**src/tkbd_pkg.sv**
```systemverilog
// Package with the shared types, byte codes and key codes of the terminal key byte decoder.
`timescale 1ns / 1ps

package tkbd_pkg;

  typedef enum logic [1:0] {
    MODE_IDLE = 2'd0,
    MODE_ESC  = 2'd1,
    MODE_CSI  = 2'd2,
    MODE_UTF8 = 2'd3
  } mode_t;

  typedef enum logic [3:0] {
    KEY_TEXT  = 4'd0,
    KEY_ESC   = 4'd1,
    KEY_UP    = 4'd2,
    KEY_DOWN  = 4'd3,
    KEY_RIGHT = 4'd4,
    KEY_LEFT  = 4'd5,
    KEY_HOME  = 4'd6,
    KEY_END   = 4'd7,
    KEY_PGUP  = 4'd8,
    KEY_PGDN  = 4'd9,
    KEY_F1    = 4'd10,
    KEY_F2    = 4'd11,
    KEY_BKSP  = 4'd12,
    KEY_ENTER = 4'd13,
    KEY_TAB   = 4'd14
  } key_t;

  localparam logic [7:0] BYTE_CTRL_A = 8'h01;
  localparam logic [7:0] BYTE_CTRL_C = 8'h03;
  localparam logic [7:0] BYTE_CTRL_D = 8'h04;
  localparam logic [7:0] BYTE_BS     = 8'h08;
  localparam logic [7:0] BYTE_TAB    = 8'h09;
  localparam logic [7:0] BYTE_LF     = 8'h0A;
  localparam logic [7:0] BYTE_CR     = 8'h0D;
  localparam logic [7:0] BYTE_ESC    = 8'h1B;
  localparam logic [7:0] BYTE_DEL    = 8'h7F;
  localparam logic [7:0] BYTE_LBRACK = 8'h5B;
  localparam logic [7:0] BYTE_TILDE  = 8'h7E;
  localparam logic [7:0] BYTE_UPPER_A = 8'h41;
  localparam logic [7:0] BYTE_UPPER_B = 8'h42;
  localparam logic [7:0] BYTE_UPPER_C = 8'h43;
  localparam logic [7:0] BYTE_UPPER_D = 8'h44;
  localparam logic [7:0] BYTE_UPPER_Z = 8'h5A;
  localparam logic [7:0] BYTE_DIGIT_1 = 8'h31;
  localparam logic [7:0] BYTE_DIGIT_2 = 8'h32;
  localparam logic [7:0] BYTE_DIGIT_4 = 8'h34;
  localparam logic [7:0] BYTE_DIGIT_5 = 8'h35;
  localparam logic [7:0] BYTE_DIGIT_6 = 8'h36;

  typedef struct packed {
    key_t        key;
    logic        ctrl;
    logic [31:0] bytes;
    logic [2:0]  len;
  } ev_t;

  localparam ev_t EV_NONE = '{key: KEY_TEXT, ctrl: 1'b0, bytes: 32'h0, len: 3'd0};

  typedef struct packed {
    mode_t       mode;
    logic [23:0] utf8_bytes;
    logic [1:0]  utf8_count;
    logic [2:0]  utf8_need;
    logic [15:0] csi_body;
    logic [1:0]  csi_len;
  } pstate_t;

  localparam pstate_t PSTATE_RESET = '{mode: MODE_IDLE, utf8_bytes: 24'h0, utf8_count: 2'd0,
                                       utf8_need: 3'd0, csi_body: 16'h0, csi_len: 2'd0};

  typedef struct packed {
    logic [1:0] count;
    ev_t        ev0;
    ev_t        ev1;
    pstate_t    nxt;
  } dec_t;

endpackage

```
**src/tkbd_decode.sv**
```systemverilog
// Combinational decode of one byte against the parser state into up to two key events.
`timescale 1ns / 1ps

module tkbd_decode (
  input  tkbd_pkg::pstate_t st,
  input  logic [7:0]        c,
  input  logic              last,
  output tkbd_pkg::dec_t    dec
);

  typedef struct packed {
    logic            ev_valid;
    tkbd_pkg::ev_t   ev;
    tkbd_pkg::mode_t mode;
    logic            lead;
    logic [2:0]      need;
  } idle_t;

  function automatic idle_t idle_byte(input logic [7:0] b, input logic fin);
    idle_t r;
    r          = '0;
    r.ev       = tkbd_pkg::EV_NONE;
    r.mode     = tkbd_pkg::MODE_IDLE;
    if (b == tkbd_pkg::BYTE_ESC) begin
      if (fin) begin
        r.ev_valid = 1'b1;
        r.ev.key   = tkbd_pkg::KEY_ESC;
      end else begin
        r.mode = tkbd_pkg::MODE_ESC;
      end
    end else if (!b[7]) begin
      r.ev_valid = 1'b1;
      unique case (b) inside
        tkbd_pkg::BYTE_CTRL_A, tkbd_pkg::BYTE_CTRL_C, tkbd_pkg::BYTE_CTRL_D: r.ev.ctrl = 1'b1;
        tkbd_pkg::BYTE_BS, tkbd_pkg::BYTE_DEL: r.ev.key = tkbd_pkg::KEY_BKSP;
        tkbd_pkg::BYTE_LF, tkbd_pkg::BYTE_CR:  r.ev.key = tkbd_pkg::KEY_ENTER;
        tkbd_pkg::BYTE_TAB:                    r.ev.key = tkbd_pkg::KEY_TAB;
        default: begin
          r.ev.bytes = {24'h0, b};
          r.ev.len   = 3'd1;
        end
      endcase
    end else if (b[7:5] == 3'b110) begin
      r.lead = 1'b1;
      r.need = 3'd2;
    end else if (b[7:4] == 4'b1110) begin
      r.lead = 1'b1;
      r.need = 3'd3;
    end else if (b[7:3] == 5'b11110) begin
      r.lead = 1'b1;
      r.need = 3'd4;
    end
    if (r.lead) begin
      r.mode = tkbd_pkg::MODE_UTF8;
    end
    return r;
  endfunction

  function automatic tkbd_pkg::key_t csi_key(input logic [7:0] t, input logic [1:0] len,
                                              input logic [7:0] b0, input logic [7:0] b1);
    tkbd_pkg::key_t k;
    k = tkbd_pkg::KEY_TEXT;
    if (len == 2'd0) begin
      unique case (t)
        tkbd_pkg::BYTE_UPPER_A: k = tkbd_pkg::KEY_UP;
        tkbd_pkg::BYTE_UPPER_B: k = tkbd_pkg::KEY_DOWN;
        tkbd_pkg::BYTE_UPPER_C: k = tkbd_pkg::KEY_RIGHT;
        tkbd_pkg::BYTE_UPPER_D: k = tkbd_pkg::KEY_LEFT;
        default:                k = tkbd_pkg::KEY_TEXT;
      endcase
    end else if (t == tkbd_pkg::BYTE_TILDE && len == 2'd1) begin
      unique case (b0)
        tkbd_pkg::BYTE_DIGIT_1: k = tkbd_pkg::KEY_HOME;
        tkbd_pkg::BYTE_DIGIT_4: k = tkbd_pkg::KEY_END;
        tkbd_pkg::BYTE_DIGIT_5: k = tkbd_pkg::KEY_PGUP;
        tkbd_pkg::BYTE_DIGIT_6: k = tkbd_pkg::KEY_PGDN;
        default:                k = tkbd_pkg::KEY_TEXT;
      endcase
    end else if (t == tkbd_pkg::BYTE_TILDE && len == 2'd2 && b0 == tkbd_pkg::BYTE_DIGIT_1) begin
      unique case (b1)
        tkbd_pkg::BYTE_DIGIT_1: k = tkbd_pkg::KEY_F1;
        tkbd_pkg::BYTE_DIGIT_2: k = tkbd_pkg::KEY_F2;
        default:                k = tkbd_pkg::KEY_TEXT;
      endcase
    end
    return k;
  endfunction

  idle_t       ir;
  logic        is_term;
  logic [31:0] u_full;
  logic [2:0]  u_cnt_next;

  assign ir         = idle_byte(c, last);
  assign is_term    = (c >= tkbd_pkg::BYTE_UPPER_A && c <= tkbd_pkg::BYTE_UPPER_Z) ||
                      c == tkbd_pkg::BYTE_TILDE;
  assign u_full     = {8'h00, st.utf8_bytes} | ({24'h0, c} << {st.utf8_count, 3'b000});
  assign u_cnt_next = {1'b0, st.utf8_count} + 3'd1;

  always_comb begin
    dec.count = 2'd0;
    dec.ev0   = tkbd_pkg::EV_NONE;
    dec.ev1   = tkbd_pkg::EV_NONE;
    dec.nxt   = st;
    unique case (st.mode)
      tkbd_pkg::MODE_ESC: begin
        dec.ev0.key = tkbd_pkg::KEY_ESC;
        dec.count   = 2'd1;
        if (c == tkbd_pkg::BYTE_LBRACK) begin
          if (last) begin
            dec.count     = 2'd2;
            dec.ev1.bytes = {24'h0, c};
            dec.ev1.len   = 3'd1;
            dec.nxt.mode  = tkbd_pkg::MODE_IDLE;
          end else begin
            dec.nxt.mode     = tkbd_pkg::MODE_CSI;
            dec.nxt.csi_body = 16'h0;
            dec.nxt.csi_len  = 2'd0;
          end
        end else begin
          if (ir.ev_valid) begin
            dec.count = 2'd2;
            dec.ev1   = ir.ev;
          end
          dec.nxt.mode = ir.mode;
          if (ir.lead) begin
            dec.nxt.utf8_bytes = {16'h0, c};
            dec.nxt.utf8_count = 2'd1;
            dec.nxt.utf8_need  = ir.need;
          end
        end
      end
      tkbd_pkg::MODE_CSI: begin
        if (is_term) begin
          dec.count    = 2'd1;
          dec.ev0.key  = csi_key(c, st.csi_len, st.csi_body[7:0], st.csi_body[15:8]);
          dec.nxt.mode = tkbd_pkg::MODE_IDLE;
        end else begin
          if (st.csi_len == 2'd0) begin
            dec.nxt.csi_body[7:0] = c;
          end
          if (st.csi_len == 2'd1) begin
            dec.nxt.csi_body[15:8] = c;
          end
          if (st.csi_len != 2'd3) begin
            dec.nxt.csi_len = st.csi_len + 2'd1;
          end
        end
      end
      tkbd_pkg::MODE_UTF8: begin
        if (u_cnt_next >= st.utf8_need) begin
          dec.count     = 2'd1;
          dec.ev0.bytes = u_full;
          dec.ev0.len   = st.utf8_need;
          dec.nxt.mode  = tkbd_pkg::MODE_IDLE;
        end else begin
          dec.nxt.utf8_bytes = u_full[23:0];
          dec.nxt.utf8_count = u_cnt_next[1:0];
        end
      end
      tkbd_pkg::MODE_IDLE: begin
        if (ir.ev_valid) begin
          dec.count = 2'd1;
          dec.ev0   = ir.ev;
        end
        dec.nxt.mode = ir.mode;
        if (ir.lead) begin
          dec.nxt.utf8_bytes = {16'h0, c};
          dec.nxt.utf8_count = 2'd1;
          dec.nxt.utf8_need  = ir.need;
        end
      end
      default: dec.nxt.mode = tkbd_pkg::MODE_IDLE;
    endcase
  end

endmodule

```
**src/tkbd_out.sv**
```systemverilog
// Result register that holds one key event until the output channel takes it.
`timescale 1ns / 1ps

module tkbd_out (
  input  logic          clk,
  input  logic          rst,
  input  logic          load,
  input  tkbd_pkg::ev_t ev,
  input  logic          ev_last,
  input  logic          out_stall,
  output logic          free,
  output logic          out_valid,
  output logic [3:0]    key_code,
  output logic          ctrl_flag,
  output logic [31:0]   text_bytes,
  output logic [2:0]    text_len,
  output logic          last_event
);

  tkbd_pkg::ev_t held;
  logic          held_last;

  assign free = !out_valid || !out_stall;

  always_ff @(posedge clk) begin
    if (rst) begin
      out_valid <= 1'b0;
    end else if (free) begin
      out_valid <= load;
    end
  end

  always_ff @(posedge clk) begin
    if (free && load) begin
      held      <= ev;
      held_last <= ev_last;
    end
  end

  assign key_code   = held.key;
  assign ctrl_flag  = held.ctrl;
  assign text_bytes = held.bytes;
  assign text_len   = held.len;
  assign last_event = held_last;

endmodule

```
**src/terminal_key_byte_decoder.sv**
```systemverilog
// Top level of the terminal key byte decoder: input register, parser state and event sequencing.
//
//   channel | handshake            | payload
//   input   | in_valid / in_stall  | in_byte, chunk_end
//   output  | out_valid / out_stall| key_code, ctrl_flag, text_bytes, text_len, last_event
//
// An item is registered, decoded against the parser state and its event loaded into the result
// register; one item is taken per cycle unless a stall or a second event holds the input.
// An item that causes two events (a pending escape followed by another key) holds the input
// register until the second event has been loaded.
// Synchronous reset returns the parser to idle and empties both registers.
// A stall on the output holds the result register and, while the input register holds an item
// with an event to load, stalls the input side in the same cycle.
`timescale 1ns / 1ps

module terminal_key_byte_decoder (
  input  logic        clk,
  input  logic        rst,
  input  logic        in_valid,
  output logic        in_stall,
  input  logic [7:0]  in_byte,
  input  logic        chunk_end,
  output logic        out_valid,
  input  logic        out_stall,
  output logic [3:0]  key_code,
  output logic        ctrl_flag,
  output logic [31:0] text_bytes,
  output logic [2:0]  text_len,
  output logic        last_event
);

  logic              ireg_valid;
  logic [7:0]        ireg_byte;
  logic              ireg_last;
  logic              phase;
  tkbd_pkg::pstate_t st;
  tkbd_pkg::dec_t    dec;
  logic              free;
  logic              two;
  logic              retire;
  logic              load;
  tkbd_pkg::ev_t     load_ev;
  logic              load_last;

  tkbd_decode u_decode (
    .st   (st),
    .c    (ireg_byte),
    .last (ireg_last),
    .dec  (dec)
  );

  assign two       = dec.count == 2'd2;
  assign retire    = ireg_valid && (dec.count == 2'd0 || (free && (!two || phase)));
  assign load      = ireg_valid && free && dec.count != 2'd0;
  assign load_ev   = phase ? dec.ev1 : dec.ev0;
  assign load_last = !two || phase;
  assign in_stall  = ireg_valid && !retire;

  tkbd_out u_out (
    .clk        (clk),
    .rst        (rst),
    .load       (load),
    .ev         (load_ev),
    .ev_last    (load_last),
    .out_stall  (out_stall),
    .free       (free),
    .out_valid  (out_valid),
    .key_code   (key_code),
    .ctrl_flag  (ctrl_flag),
    .text_bytes (text_bytes),
    .text_len   (text_len),
    .last_event (last_event)
  );

  always_ff @(posedge clk) begin
    if (rst) begin
      ireg_valid <= 1'b0;
      phase      <= 1'b0;
      st         <= tkbd_pkg::PSTATE_RESET;
    end else begin
      if (!in_stall) begin
        ireg_valid <= in_valid;
      end
      if (retire) begin
        phase <= 1'b0;
        st    <= dec.nxt;
      end else if (load && two) begin
        phase <= 1'b1;
      end
    end
  end

  always_ff @(posedge clk) begin
    if (!in_stall) begin
      ireg_byte <= in_byte;
      ireg_last <= chunk_end;
    end
  end

  a_phase_needs_item: assert property (@(posedge clk) disable iff (rst)
    phase |-> ireg_valid && st.mode == tkbd_pkg::MODE_ESC)
    else $error("second event pending without an escape item in the input register");

  a_state_holds: assert property (@(posedge clk) disable iff (rst)
    !retire |=> st == $past(st))
    else $error("parser state changed without retiring an item");

  a_utf8_count: assert property (@(posedge clk) disable iff (rst)
    st.mode == tkbd_pkg::MODE_UTF8 |-> st.utf8_count != 2'd0 &&
                                       {1'b0, st.utf8_count} < st.utf8_need)
    else $error("UTF-8 byte count out of range");

  a_two_then_last: assert property (@(posedge clk) disable iff (rst)
    load && two && !phase |=> phase)
    else $error("first of two events loaded without moving to the second");

endmodule
```
**config.mk**
```make
export PLATFORM = sky130hd
export DESIGN_NAME = terminal_key_byte_decoder
export DESIGN_NICKNAME = d
export VERILOG_FILES = /design/src/tkbd_pkg.sv /design/src/tkbd_decode.sv /design/src/tkbd_out.sv /design/src/terminal_key_byte_decoder.sv
export SDC_FILE = /design/constraint.sdc
export NUM_CORES = 1
export LEC_CHECK = 0
export BUFFER_PORTS_ARGS = -buffer_cell sky130_fd_sc_hd__buf_2
export CORE_UTILIZATION = 59
export DETAILED_ROUTE_END_ITERATION = 10
export PLACE_DENSITY = 0.86
export SYNTH_ARGS = -nofsm -noshare
export SYNTH_HDL_FRONTEND = slang
export SYNTH_SLANG_ARGS = --single-unit
export TNS_END_PERCENT = 50
```
**constraint.sdc**
```tcl
create_clock -name clk -period 5.1 [get_ports clk]
set_input_delay 1.02 -clock clk [delete_from_list [all_inputs] [get_ports clk]]
set_output_delay 1.02 -clock clk [all_outputs]
set_load 0.05 [all_outputs]
```
# --- After elaboration in Yosys (flattened, before gate mapping) ---
# Cells that the tools add are included.
word_totals:
  reg_bits: 102
  latchBits: 0
  mem_bits_rw: 0
  romBits: 0
  in_bits: 13
  out_inout_bits: 43
  elab_cells: 157
  mem_count: 0
op_classes:
  add_sub_neg: 2
  multipliers: 0
  div_mod_pow: 0
  n_lt_le_gt_ge: 3
  eq_ne: 41
  shifts: 1
  n_mux: 55
  bitwise: 1
  reduce_logical: 37
ops:
  columns: ["operator", "count"]
  rows:
  - ["41-bit 2-to-1 mux", 3]
  - ["40-bit 2-to-1 mux", 3]
  - ["26-bit one-hot mux with 3 select lines", 1]
  - ["35-bit one-hot mux with 2 select lines", 1]
  - ["29-bit 2-to-1 mux", 2]
  - ["8-bit by 7-bit equality test with 1-bit output (second input constant)", 7]
  - ["18-bit 2-to-1 mux", 3]
  - ["8-bit by 6-bit equality test with 1-bit output (second input constant)", 6]
  - ["37-bit 2-to-1 mux", 1]
  - ["36-bit 2-to-1 mux", 1]
  - ["18-bit one-hot mux with 2 select lines", 1]
  - ["35-bit 2-to-1 mux", 1]
  - ["8-bit by 4-bit equality test with 1-bit output (second input constant)", 4]
  - ["4-bit 2-to-1 mux", 8]
  - ["24-bit by 32-bit bitwise OR with 32-bit output", 1]
  - ["8-bit by 5-bit left shift with 32-bit output", 1]
  - ["26-bit 2-to-1 mux", 1]
  - ["4-bit one-hot mux with 3 select lines", 2]
  - ["5-bit 2-to-1 mux", 4]
  - ["2-bit 2-to-1 mux", 9]
  - ["6-bit AND reduction", 3]
  - ["8-bit 2-to-1 mux", 2]
  - ["2-bit one-hot mux with 4 select lines", 2]
  - ["4-bit one-hot mux with 4 select lines", 1]
  - ["33 further kinds", 72]

# --- Depth between registers and ports, before layout ---
# Gate-level depths: netlist (run 1).
depth:
  word_depth: 17
  ltp_mapped: 10
  depth_no_buf: 8

# --- Cells and area by module ---
# From an unflattened synthesis (run 1), not the netlist that was laid out.
unflattened:
  hier_cells: 734
  area_unflattened_um2: 6815.3
modules_own_cells:
  columns: ["mod", "instances", "cells_each", "area_each_um2", "seq_area_each_um2"]
  rows:
  - ["terminal_key_byte_decoder", 1, 286, 3061.7, 1291.2]
  - ["tkbd_decode", 1, 402, 2483.6, 0.0]
  - ["tkbd_out", 1, 46, 1270.0, 1251.2]

# --- Worst setup path before layout (run 1) ---
# No wires, ideal clock.
synth_timing:
  path_type: "reg-to-reg"
  startpoint: "reg st[21] (netlist name)"
  endpoint: "reg u_out.held, in the netlist u_out.ctrl_flag, enable pin"
  setup_ns: 0.453
  t_arrival_ns: 3.793
  t_required_ns: 4.647
  slack_ns: 0.854
  stages_incl_launch_ff: 9
  path_buffers: 0
  synth_period_minus_slack_ns: 4.246
  cell_sequence: "dfxtp_1 > ha_1 > ha_1 > nand2_1 > o21ai_0 > a211oi_2 > nand2_1 > nand2_1 > a21oi_1"
synth_via:
  elab_chain_len: 7
synth_lines:
  columns: ["element", "line", "rtl"]
  rows:
  - ["2-bit by 1-bit adder with 3-bit output", "tkbd_decode.sv:98", "assign u_cnt_next = {1'b0, st.utf8_count} + 3'd1;"]
  - ["3-bit >= comparator", "tkbd_decode.sv:151", "if (u_cnt_next >= st.utf8_need) begin"]
  - ["1-bit 2-to-1 mux", "tkbd_decode.sv:151", null]
  - ["2-bit one-hot mux with 4 select lines", "tkbd_decode.sv:105", "unique case (st.mode)"]
  - ["2-bit nonzero test", "terminal_key_byte_decoder.sv:54", "assign load = ireg_valid && free && dec.count != 2'd0;"]
  - ["1-bit logical AND", "terminal_key_byte_decoder.sv:54", null]
  - ["1-bit logical AND", "tkbd_out.sv:34", "if (free && load) begin"]
  - ["end signal: assignment", "tkbd_out.sv:35", "held <= ev;"]
  - ["end: declaration", "tkbd_out.sv:20", "tkbd_pkg::ev_t held;"]
# Every way passes these cells.
# A chain may end at the register's enable or synchronous reset.

# --- Worst setup path after layout (run 1) ---
layout_timing:
  startpoint: "reg st[21] (netlist name)"
  endpoint: "out in_stall"
layout_via:
  elab_chain_len: 12
  word_cells_on_any_way: 13
  classes_between: "add/sub (1); order compare (1); eq/ne (1); mux (2); reduce/logical (8)"
layout_lines:
  columns: ["element", "line", "rtl"]
  rows:
  - ["2-bit by 1-bit adder with 3-bit output (*)", "tkbd_decode.sv:98", null]
  - ["3-bit >= comparator (*)", "tkbd_decode.sv:151", null]
  - ["1-bit 2-to-1 mux (*)", "tkbd_decode.sv:151", null]
  - ["2-bit one-hot mux with 4 select lines (*)", "tkbd_decode.sv:105", null]
  - ["2-bit equality test", "terminal_key_byte_decoder.sv:52", "assign two = dec.count == 2'd2;"]
  - ["1-bit zero test", "terminal_key_byte_decoder.sv:53", "assign retire = ireg_valid && (dec.count == 2'd0 || (free && (!two || phase)));"]
  - ["1-bit logical OR", "terminal_key_byte_decoder.sv:53", null]
  - ["1-bit logical AND", "terminal_key_byte_decoder.sv:53", null]
  - ["1-bit logical OR (*)", "terminal_key_byte_decoder.sv:53", null]
  - ["1-bit logical AND (*)", "terminal_key_byte_decoder.sv:53", null]
  - ["1-bit zero test (*)", "terminal_key_byte_decoder.sv:57", "assign in_stall = ireg_valid && !retire;"]
  - ["1-bit logical AND (*)", "terminal_key_byte_decoder.sv:57", null]
  - ["end: declaration", "terminal_key_byte_decoder.sv:20", "output logic in_stall,"]
# Every way passes the cells marked *; elsewhere a longest branch is shown, timed or not.

==> results.yml, run 1 <==
die:
  vert_die_dim_um: 95.70
  initial_core_util: 0.6211
  io-pin-count: 56
  die_w_um: 95.70
  rows: 33
  design.die.area_um2: 9158
  core_area_um2: 8341
clock_network:
  post_cts_hold_buffer_count: 0
  cts_root_buf: "sky130_fd_sc_hd__clkbuf_8"
  number_of_buffers_created_by_cts: 9
  worst_setup_hold_path_clk_slew_ns: 0.11
  clock_tree.htree_level_count: 3
  worst_skew_pair.late_latency_ns: 0.38
  clkSinkCount: 102
  maximum_number_of_buffers_from_clock_root_to_sink: 2
  cts-resized-gates: 0
  postCtsSetupRepairBufs: 0
  tritoncts_clock_tree: "built"
power_and_ir_drop:
  peakVddDrop_mv: 0.1838
  total_leakage_power_uw: 0.002078
  powerDensity_nw_per_um2: 279.6
placement:
  place.port_buffers: 55
  post-place-ws_ns: 1.395
  detailedPlacementHpwl_um: 8455
  globalplace.congestion: 0.9795
global_routing:
  grtUsageTotal: 0.2977
  antenna_found_initial: 0
  grt_max_degree: 38
  grt_overflow_total: 0
  grt_pass1_vias: 4084
  grt_first_pass_wirelength_um: 20410
route:
  routed_wl_um: 12740
  dr_total_vias: 4260
  first_iter_violations: 284
  route.detailed.vias_per_inst: 6.396
  post_detailed_route_drc_marker_count: 0
  avgRoutedWirePerCell_um: 19.12
  final_antenna_net_count: 0
  dr.pass1.iters: 5
synth:
  synth.ff_latch_count: 102
  synth-xor-area-share: 0.006763
  yosysWarningCount: 0
  synth_edf_count: 50
  synth_area_um2: 5180
  synth_fa_ha_area_frac: 0.03140
  synth.mux.area_fraction: 0.04662
  seq_area_frac_synth: 0.4908
  yosys-top-cells-area: "sky130_fd_sc_hd__edfxtp_1 29%, sky130_fd_sc_hd__dfxtp_1 20%, sky130_fd_sc_hd__mux2i_1 4.4%, sky130_fd_sc_hd__nor2_1 4.4%, sky130_fd_sc_hd__a21oi_1 4.1%"
  synthesized_net_count: 550
  asyncSetResetFlopFracSynth: 0
  dominant_combinational_cell_family_by_area_after_synthesis: "simple AND/OR/NAND/NOR gates"
  post_synth_and_or_nand_nor_area_fraction: 0.1990
  postSynth.topFlopCell: "sky130_fd_sc_hd__dfxtp_1"
  synth.avg_cell_area_um2: 9.885
  yosysUniqueCellTypes: 65
  synth_compound_gate_area_share: 0.1841
  yosys.area.top_type: "sky130_fd_sc_hd__edfxtp_1"
  netlist.area_leader.share: 0.2899
  post_synth_inst_count: 524
timing:
  maxSlewViolCount: 0
  report.final.hold_viol_count: 0
  final.min_clock_period_ns: 4.167
  min_period_over_period: 0.8171
  setup_tns_ns: 0
  worst_slack_ns: 0.9330
  rsz0062_at_grt: "false"
  worstMarginPinSlew_ns: 1.088
  clock-skew-final_ns: 0.01389
  finalSetupViolCount: 0
  max_freq_mhz: 240.0
  max-slew-margin-rel: 0.2728
final_layout:
  layout_fillers: 661
  layout.nets: 582
  area_delta_synth_final_pct: 9.010
  antenna-diode-count: 0
  final_layout_size_suffix_gt1_frac: 0.1658
setup_path:
  crit_chain: "ha_1 -> ha_1 -> nand2_1 -> o21ai_0 -> a211oi_2 -> nand2_1 -> nand3_1 -> inv_1 -> buf_2"
  critical_path_peak_fanout: 11
  timing.critical_path.from_type: "register"
  crit_slowest_cell: "sky130_fd_sc_hd__o21ai_0"
  worst_path_largest_cell_delay_ns: 0.55
  startpoint_to_endpoint_class_of_the_critical_path: "register to output port"
  timing.critical_path.to_type: "output port"
  setup.reg_to_reg.worst_slack_ns: 1.46
  cp.required_ns: 4.08
  r2r.worst_path.cells: 9
  worst-path-stages: 9
  crit_arrival_ns: 3.15
  path_delay_family: "compound AO/OA/AOI/OAI gates"
  crit_buf_inv: 2
run_status:
  status: "completed"
flow_run:
  maxCapViolCount: 0
worst_hold_path:
  min-delay-path-class: "register to register"
  holdPathStages: 2
==> logic make-up (layout without fill, tap and decap cells) <==
family                     after synthesis  in the layout
and+or+nand+nor                        199            199
AOI/OAI and AO/OA                      131            131
DFF                                    102            102
buffers and inverters                   51             88
muxes                                   24             24
adders and majority gates               13             13
xor gates and xnor gates                 4              4
==> flip-flops by register name (all words and copies together), names as in the netlist <==
| signal | flops |
|---|---|
| st | 49 |
| u_out.text_bytes | 32 |
| ireg_byte | 8 |
| u_out.key_code | 4 |
| u_out.text_len | 3 |
| ireg_last | 1 |
| ireg_valid | 1 |
| phase | 1 |
| u_out.ctrl_flag | 1 |
| u_out.last_event | 1 |
| u_out.out_valid | 1 |
==> layout make-up <==
| type | instances | area (um^2) | share of cell area |
|---|---|---|---|
| inverter | 14 | 52.55 | 0.009306 |
| tap | 105 | 131.4 | 0.02327 |
| clock buffer | 9 | 123.9 | 0.02194 |
| sequential | 102 | 2542 | 0.4503 |
| clock inverter | 7 | 63.81 | 0.01130 |
| timing repair buffer | 58 | 297.8 | 0.05274 |
| multi-input combinational | 371 | 2435 | 0.4312 |
==> Yosys cell counts, types with 3 or more instances <==
cell                       instances
sky130_fd_sc_hd__a22o_1            7
sky130_fd_sc_hd__mux2i_1          23
sky130_fd_sc_hd__nor3_2            3
sky130_fd_sc_hd__a21oi_1          42
sky130_fd_sc_hd__nor2_1           61
sky130_fd_sc_hd__nand4_1           7
sky130_fd_sc_hd__nor2b_1           8
sky130_fd_sc_hd__nand3b_1          3
sky130_fd_sc_hd__dfxtp_1          52
sky130_fd_sc_hd__xnor2_1           3
sky130_fd_sc_hd__nor3_1           17
sky130_fd_sc_hd__o31ai_1           4
sky130_fd_sc_hd__o21a_1           16
sky130_fd_sc_hd__a22oi_1           6
sky130_fd_sc_hd__inv_1            14
sky130_fd_sc_hd__buf_2             3
sky130_fd_sc_hd__nand2_1          39
sky130_fd_sc_hd__and2_1           17
sky130_fd_sc_hd__nor4_1            6
sky130_fd_sc_hd__o21ai_0           9
sky130_fd_sc_hd__clkbuf_1         31
sky130_fd_sc_hd__nand4b_1          3
sky130_fd_sc_hd__o211ai_1          3
sky130_fd_sc_hd__a211oi_1          7
sky130_fd_sc_hd__ha_1             13
sky130_fd_sc_hd__a21o_1           11
sky130_fd_sc_hd__nor3b_1           4
sky130_fd_sc_hd__nand3_1           8
sky130_fd_sc_hd__or3_1             6
sky130_fd_sc_hd__edfxtp_1         50
==> where the power goes <==
group / leakage [uW] / switching [uW] / internal [uW]
sequential: 0.000898 / 33.1 / 877
clock: 0.0000972 / 316 / 190
combinational: 0.00108 / 114 / 49.2
==> final timing paths <==
kind	from	endpoint
setup / recovery	st[21]$_SDFFE_PP0P_	in_stall
setup reg to reg	st[21]$_SDFFE_PP0P_	u_out.text_bytes[0]$_DFFE_PP_
hold / removal	st[20]$_SDFFE_PP0P_	st[20]$_SDFFE_PP0P_
hold reg to reg	st[20]$_SDFFE_PP0P_	st[20]$_SDFFE_PP0P_
==> per-layer routing <==
layer  vias up  global-route usage  part of all wire
met4         0              0.1405             0.032
met5         -                   0                 0
met3        45             0.07899             0.091
met1      2006              0.3749              0.40
li1       1977                   -                 -
met2       232              0.4768              0.47
==> metrics by stage <==
step	area [um^2]	total power [uW]	utilization	hold slack [ns]	std cells
5_1_grt	5647	1630	0.6770	0.4987	666
3_5_place_dp	5459	1088	0.6545	0.4534	650
4_1_cts	5647	1579	0.6770	0.4802	666
3_3_place_gp	5459	1081	0.6545	0.4457	650
6_report	5647	1579	0.6770	0.4783	666
2_1_floorplan	5180	1045	-	0.4347	524
==> worst reg2reg max path: stages, from the launching register on <==
cell,delay [ns]
sky130_fd_sc_hd__dfxtp_1,0.47
sky130_fd_sc_hd__ha_1,0.29
sky130_fd_sc_hd__ha_1,0.28
sky130_fd_sc_hd__nand2_1,0.06
sky130_fd_sc_hd__o21ai_0,0.55
sky130_fd_sc_hd__a211oi_2,0.21
sky130_fd_sc_hd__nand2_1,0.13
sky130_fd_sc_hd__nand2_1,0.13
sky130_fd_sc_hd__a21oi_4,0.85
sky130_fd_sc_hd__buf_4,0.37
==> layout by cell type, fill, tap and decap left out, types with 8 or more instances in the layout <==
cell type,count
sky130_fd_sc_hd__nor2_1,61
sky130_fd_sc_hd__buf_2,55
sky130_fd_sc_hd__dfxtp_1,52
sky130_fd_sc_hd__edfxtp_1,50
sky130_fd_sc_hd__a21oi_1,41
sky130_fd_sc_hd__nand2_1,39
sky130_fd_sc_hd__mux2i_1,23
sky130_fd_sc_hd__nor3_1,17
sky130_fd_sc_hd__and2_1,17
sky130_fd_sc_hd__o21a_1,16
sky130_fd_sc_hd__inv_1,14
sky130_fd_sc_hd__ha_1,13
sky130_fd_sc_hd__a21o_1,11
sky130_fd_sc_hd__o21ai_0,9
sky130_fd_sc_hd__clkbuf_8,9
sky130_fd_sc_hd__nor2b_1,8
sky130_fd_sc_hd__nand3_1,8
No activity file was read; power rests on OpenSTA's default activity.
==> run 2, diff against run 1 <==
- CORE_UTILIZATION: 59 -> 53
- PLACE_DENSITY: 0.86 -> 0.82
- clock period: 5.1 -> 3.5 ns (I/O delays scaled with it)
==> run 2 against run 1 <==
Clock power is 42% higher. Worst hold slack lost 0.0030 ns. Die area is 11% higher. Global-route usage shrank 3.8 points. Sequential power increased by 44%. Largest cell class unchanged. Highest routed layer unchanged. Critical endpoint unchanged.
==> results.yml, run 2 (synthesis results as in run 1) <==
setup_path:
  critical_path_peak_fanout: 15
  cp.required_ns: 2.80
  crit_arrival_ns: 2.62
  crit_buf_inv: 2
  crit_chain: "or2_4 -> o311a_4 -> a211oi_2 -> nand2_1 -> nand3_1 -> inv_1 -> buf_2"
  startpoint_to_endpoint_class_of_the_critical_path: "register to output port"
  timing.critical_path.from_type: "register"
  timing.critical_path.to_type: "output port"
  crit_slowest_cell: "sky130_fd_sc_hd__edfxtp_1"
  worst_path_largest_cell_delay_ns: 0.72
  path_delay_family: "flip-flops"
timing:
  max-slew-margin-rel: 0.2935
  rsz0062_at_grt: "false"
  report.final.hold_viol_count: 0
  setup_tns_ns: 0
  clock-skew-final_ns: 0.01924
  min_period_over_period: 0.9494
  max_freq_mhz: 300.9
  worstMarginPinSlew_ns: 1.058
  final.min_clock_period_ns: 3.323
  finalSetupViolCount: 0
  maxSlewViolCount: 0
clock_network:
  worst_setup_hold_path_clk_slew_ns: 0.10
  tritoncts_clock_tree: "built"
  clock_tree.htree_level_count: 3
  cts_root_buf: "sky130_fd_sc_hd__clkbuf_8"
  worst_skew_pair.late_latency_ns: 0.38
  number_of_buffers_created_by_cts: 9
  maximum_number_of_buffers_from_clock_root_to_sink: 2
  post_cts_hold_buffer_count: 0
  clkSinkCount: 102
route:
  avgRoutedWirePerCell_um: 17.92
  dr_total_vias: 4261
  final_antenna_net_count: 0
  route.detailed.vias_per_inst: 6.053
  dr.pass1.iters: 5
  post_detailed_route_drc_marker_count: 0
  routed_wl_um: 12620
  first_iter_violations: 272
power_and_ir_drop:
  powerDensity_nw_per_um2: 396.3
  peakVddDrop_mv: 0.2092
  total_leakage_power_uw: 0.002147
  design_power_total_uw: 2294
worst_hold_path:
  min-delay-path-class: "register to register"
flow_run:
  maxCapViolCount: 0
die:
  design.die.area_um2: 10170
  io-pin-count: 56
  core_area_um2: 9371
  rows: 35
  initial_core_util: 0.5527
  vert_die_dim_um: 100.9
  die_w_um: 100.9
global_routing:
  grt_overflow_total: 0
  antenna_found_initial: 0
  grt_pass1_vias: 4073
  grtUsageTotal: 0.2592
  grt_max_degree: 38
  grt_first_pass_wirelength_um: 20070
final_layout:
  layout.nets: 596
  layout_commonest_cell: "sky130_fd_sc_hd__nor2_1"
  layout_fillers: 811
  antenna-diode-count: 0
  number_of_flip_flops_in_the_largest_register: 49
  area_delta_synth_final_pct: 11.74
  final_layout_size_suffix_gt1_frac: 0.1878
  layout.cells.most_common_list: "61 x sky130_fd_sc_hd__nor2_1, 55 x sky130_fd_sc_hd__buf_2, 52 x sky130_fd_sc_hd__dfxtp_1"
  largest_register: "st"
placement:
  place.port_buffers: 55
  detailedPlacementHpwl_um: 8621
  globalplace.congestion: 0.9524
run_status:
  status: "completed"
-- run 2: metal layers --
metal,global-route usage,part of all wire,up-vias
li1,-,-,2005
met1,0.3452,0.41,2011
met2,0.3983,0.47,211
met3,0.05201,0.078,34
met4,0.1394,0.035,0
met5,0,0,-
-- run 2: worst reg2reg max path, cell delays in order (launching register included) --
cell                       delay, ns
sky130_fd_sc_hd__edfxtp_1       0.84
sky130_fd_sc_hd__or3b_2         0.55
sky130_fd_sc_hd__nor3_2         0.12
sky130_fd_sc_hd__buf_4          0.16
sky130_fd_sc_hd__a221o_1        0.59
sky130_fd_sc_hd__nor2_1         0.13
sky130_fd_sc_hd__a21oi_2        0.17
sky130_fd_sc_hd__buf_4          0.24
sky130_fd_sc_hd__o21a_1         0.17
-- run 2: worst paths after layout --
kind | startpoint | end | slack, ns | cells past startpoint
setup reg to reg | ireg_byte[6]$_DFFE_PN_ | st[43]$_SDFFE_PP0P_ | 0.46 | 8
hold reg to reg | st[42]$_SDFFE_PP0P_ | st[42]$_SDFFE_PP0P_ | 0.48 | 1
setup / recovery | ireg_byte[6]$_DFFE_PN_ | in_stall | 0.18 | 7
hold / removal | st[42]$_SDFFE_PP0P_ | st[42]$_SDFFE_PP0P_ | 0.48 | 1
-- run 2: what timing repair did --
item / in CTS / in global routing
gates resized for setup: 1 / 1
setup endpoints to repair: 1 / 1
setup buffers: 0 / 1
cloned: 0 / 0
-- run 2: stage by stage --
stage / util / hold WS, ns / area, um^2 / setup slack [ns] / cells
floorplan: - / 0.4347 / 5184 / 0.1740 / 524
detailed placement: 0.5961 / 0.4582 / 5587 / 0.3826 / 687
CTS: 0.6164 / 0.4807 / 5777 / 0.1435 / 703
global route: 0.6176 / 0.4733 / 5788 / 0.04147 / 704
finish: 0.6176 / 0.4753 / 5788 / 0.1772 / 704
global placement: 0.5961 / 0.4467 / 5587 / 0.5417 / 687
-- run 2: final cells by class --
| class | instances | area, um^2 | share of cell area |
|---|---|---|---|
| Multi-Input combinational cell | 371 | 2439 | 0.4213 |
| Clock inverter | 7 | 66.31 | 0.01146 |
| Sequential cell | 102 | 2542 | 0.4393 |
| Tap cell | 129 | 161.4 | 0.02789 |
| Inverter | 14 | 52.55 | 0.009079 |
| Timing Repair Buffer | 72 | 402.9 | 0.06961 |
| Clock buffer | 9 | 123.9 | 0.02140 |
-- run 2: power by group --
| group | internal [uW] | switching [uW] | total [uW] |
|---|---|---|---|
| Combinational | 79.1 | 185 | 264 |
| Sequential | 1280 | 32.4 | 1310 |
| Clock | 275 | 445 | 720 |
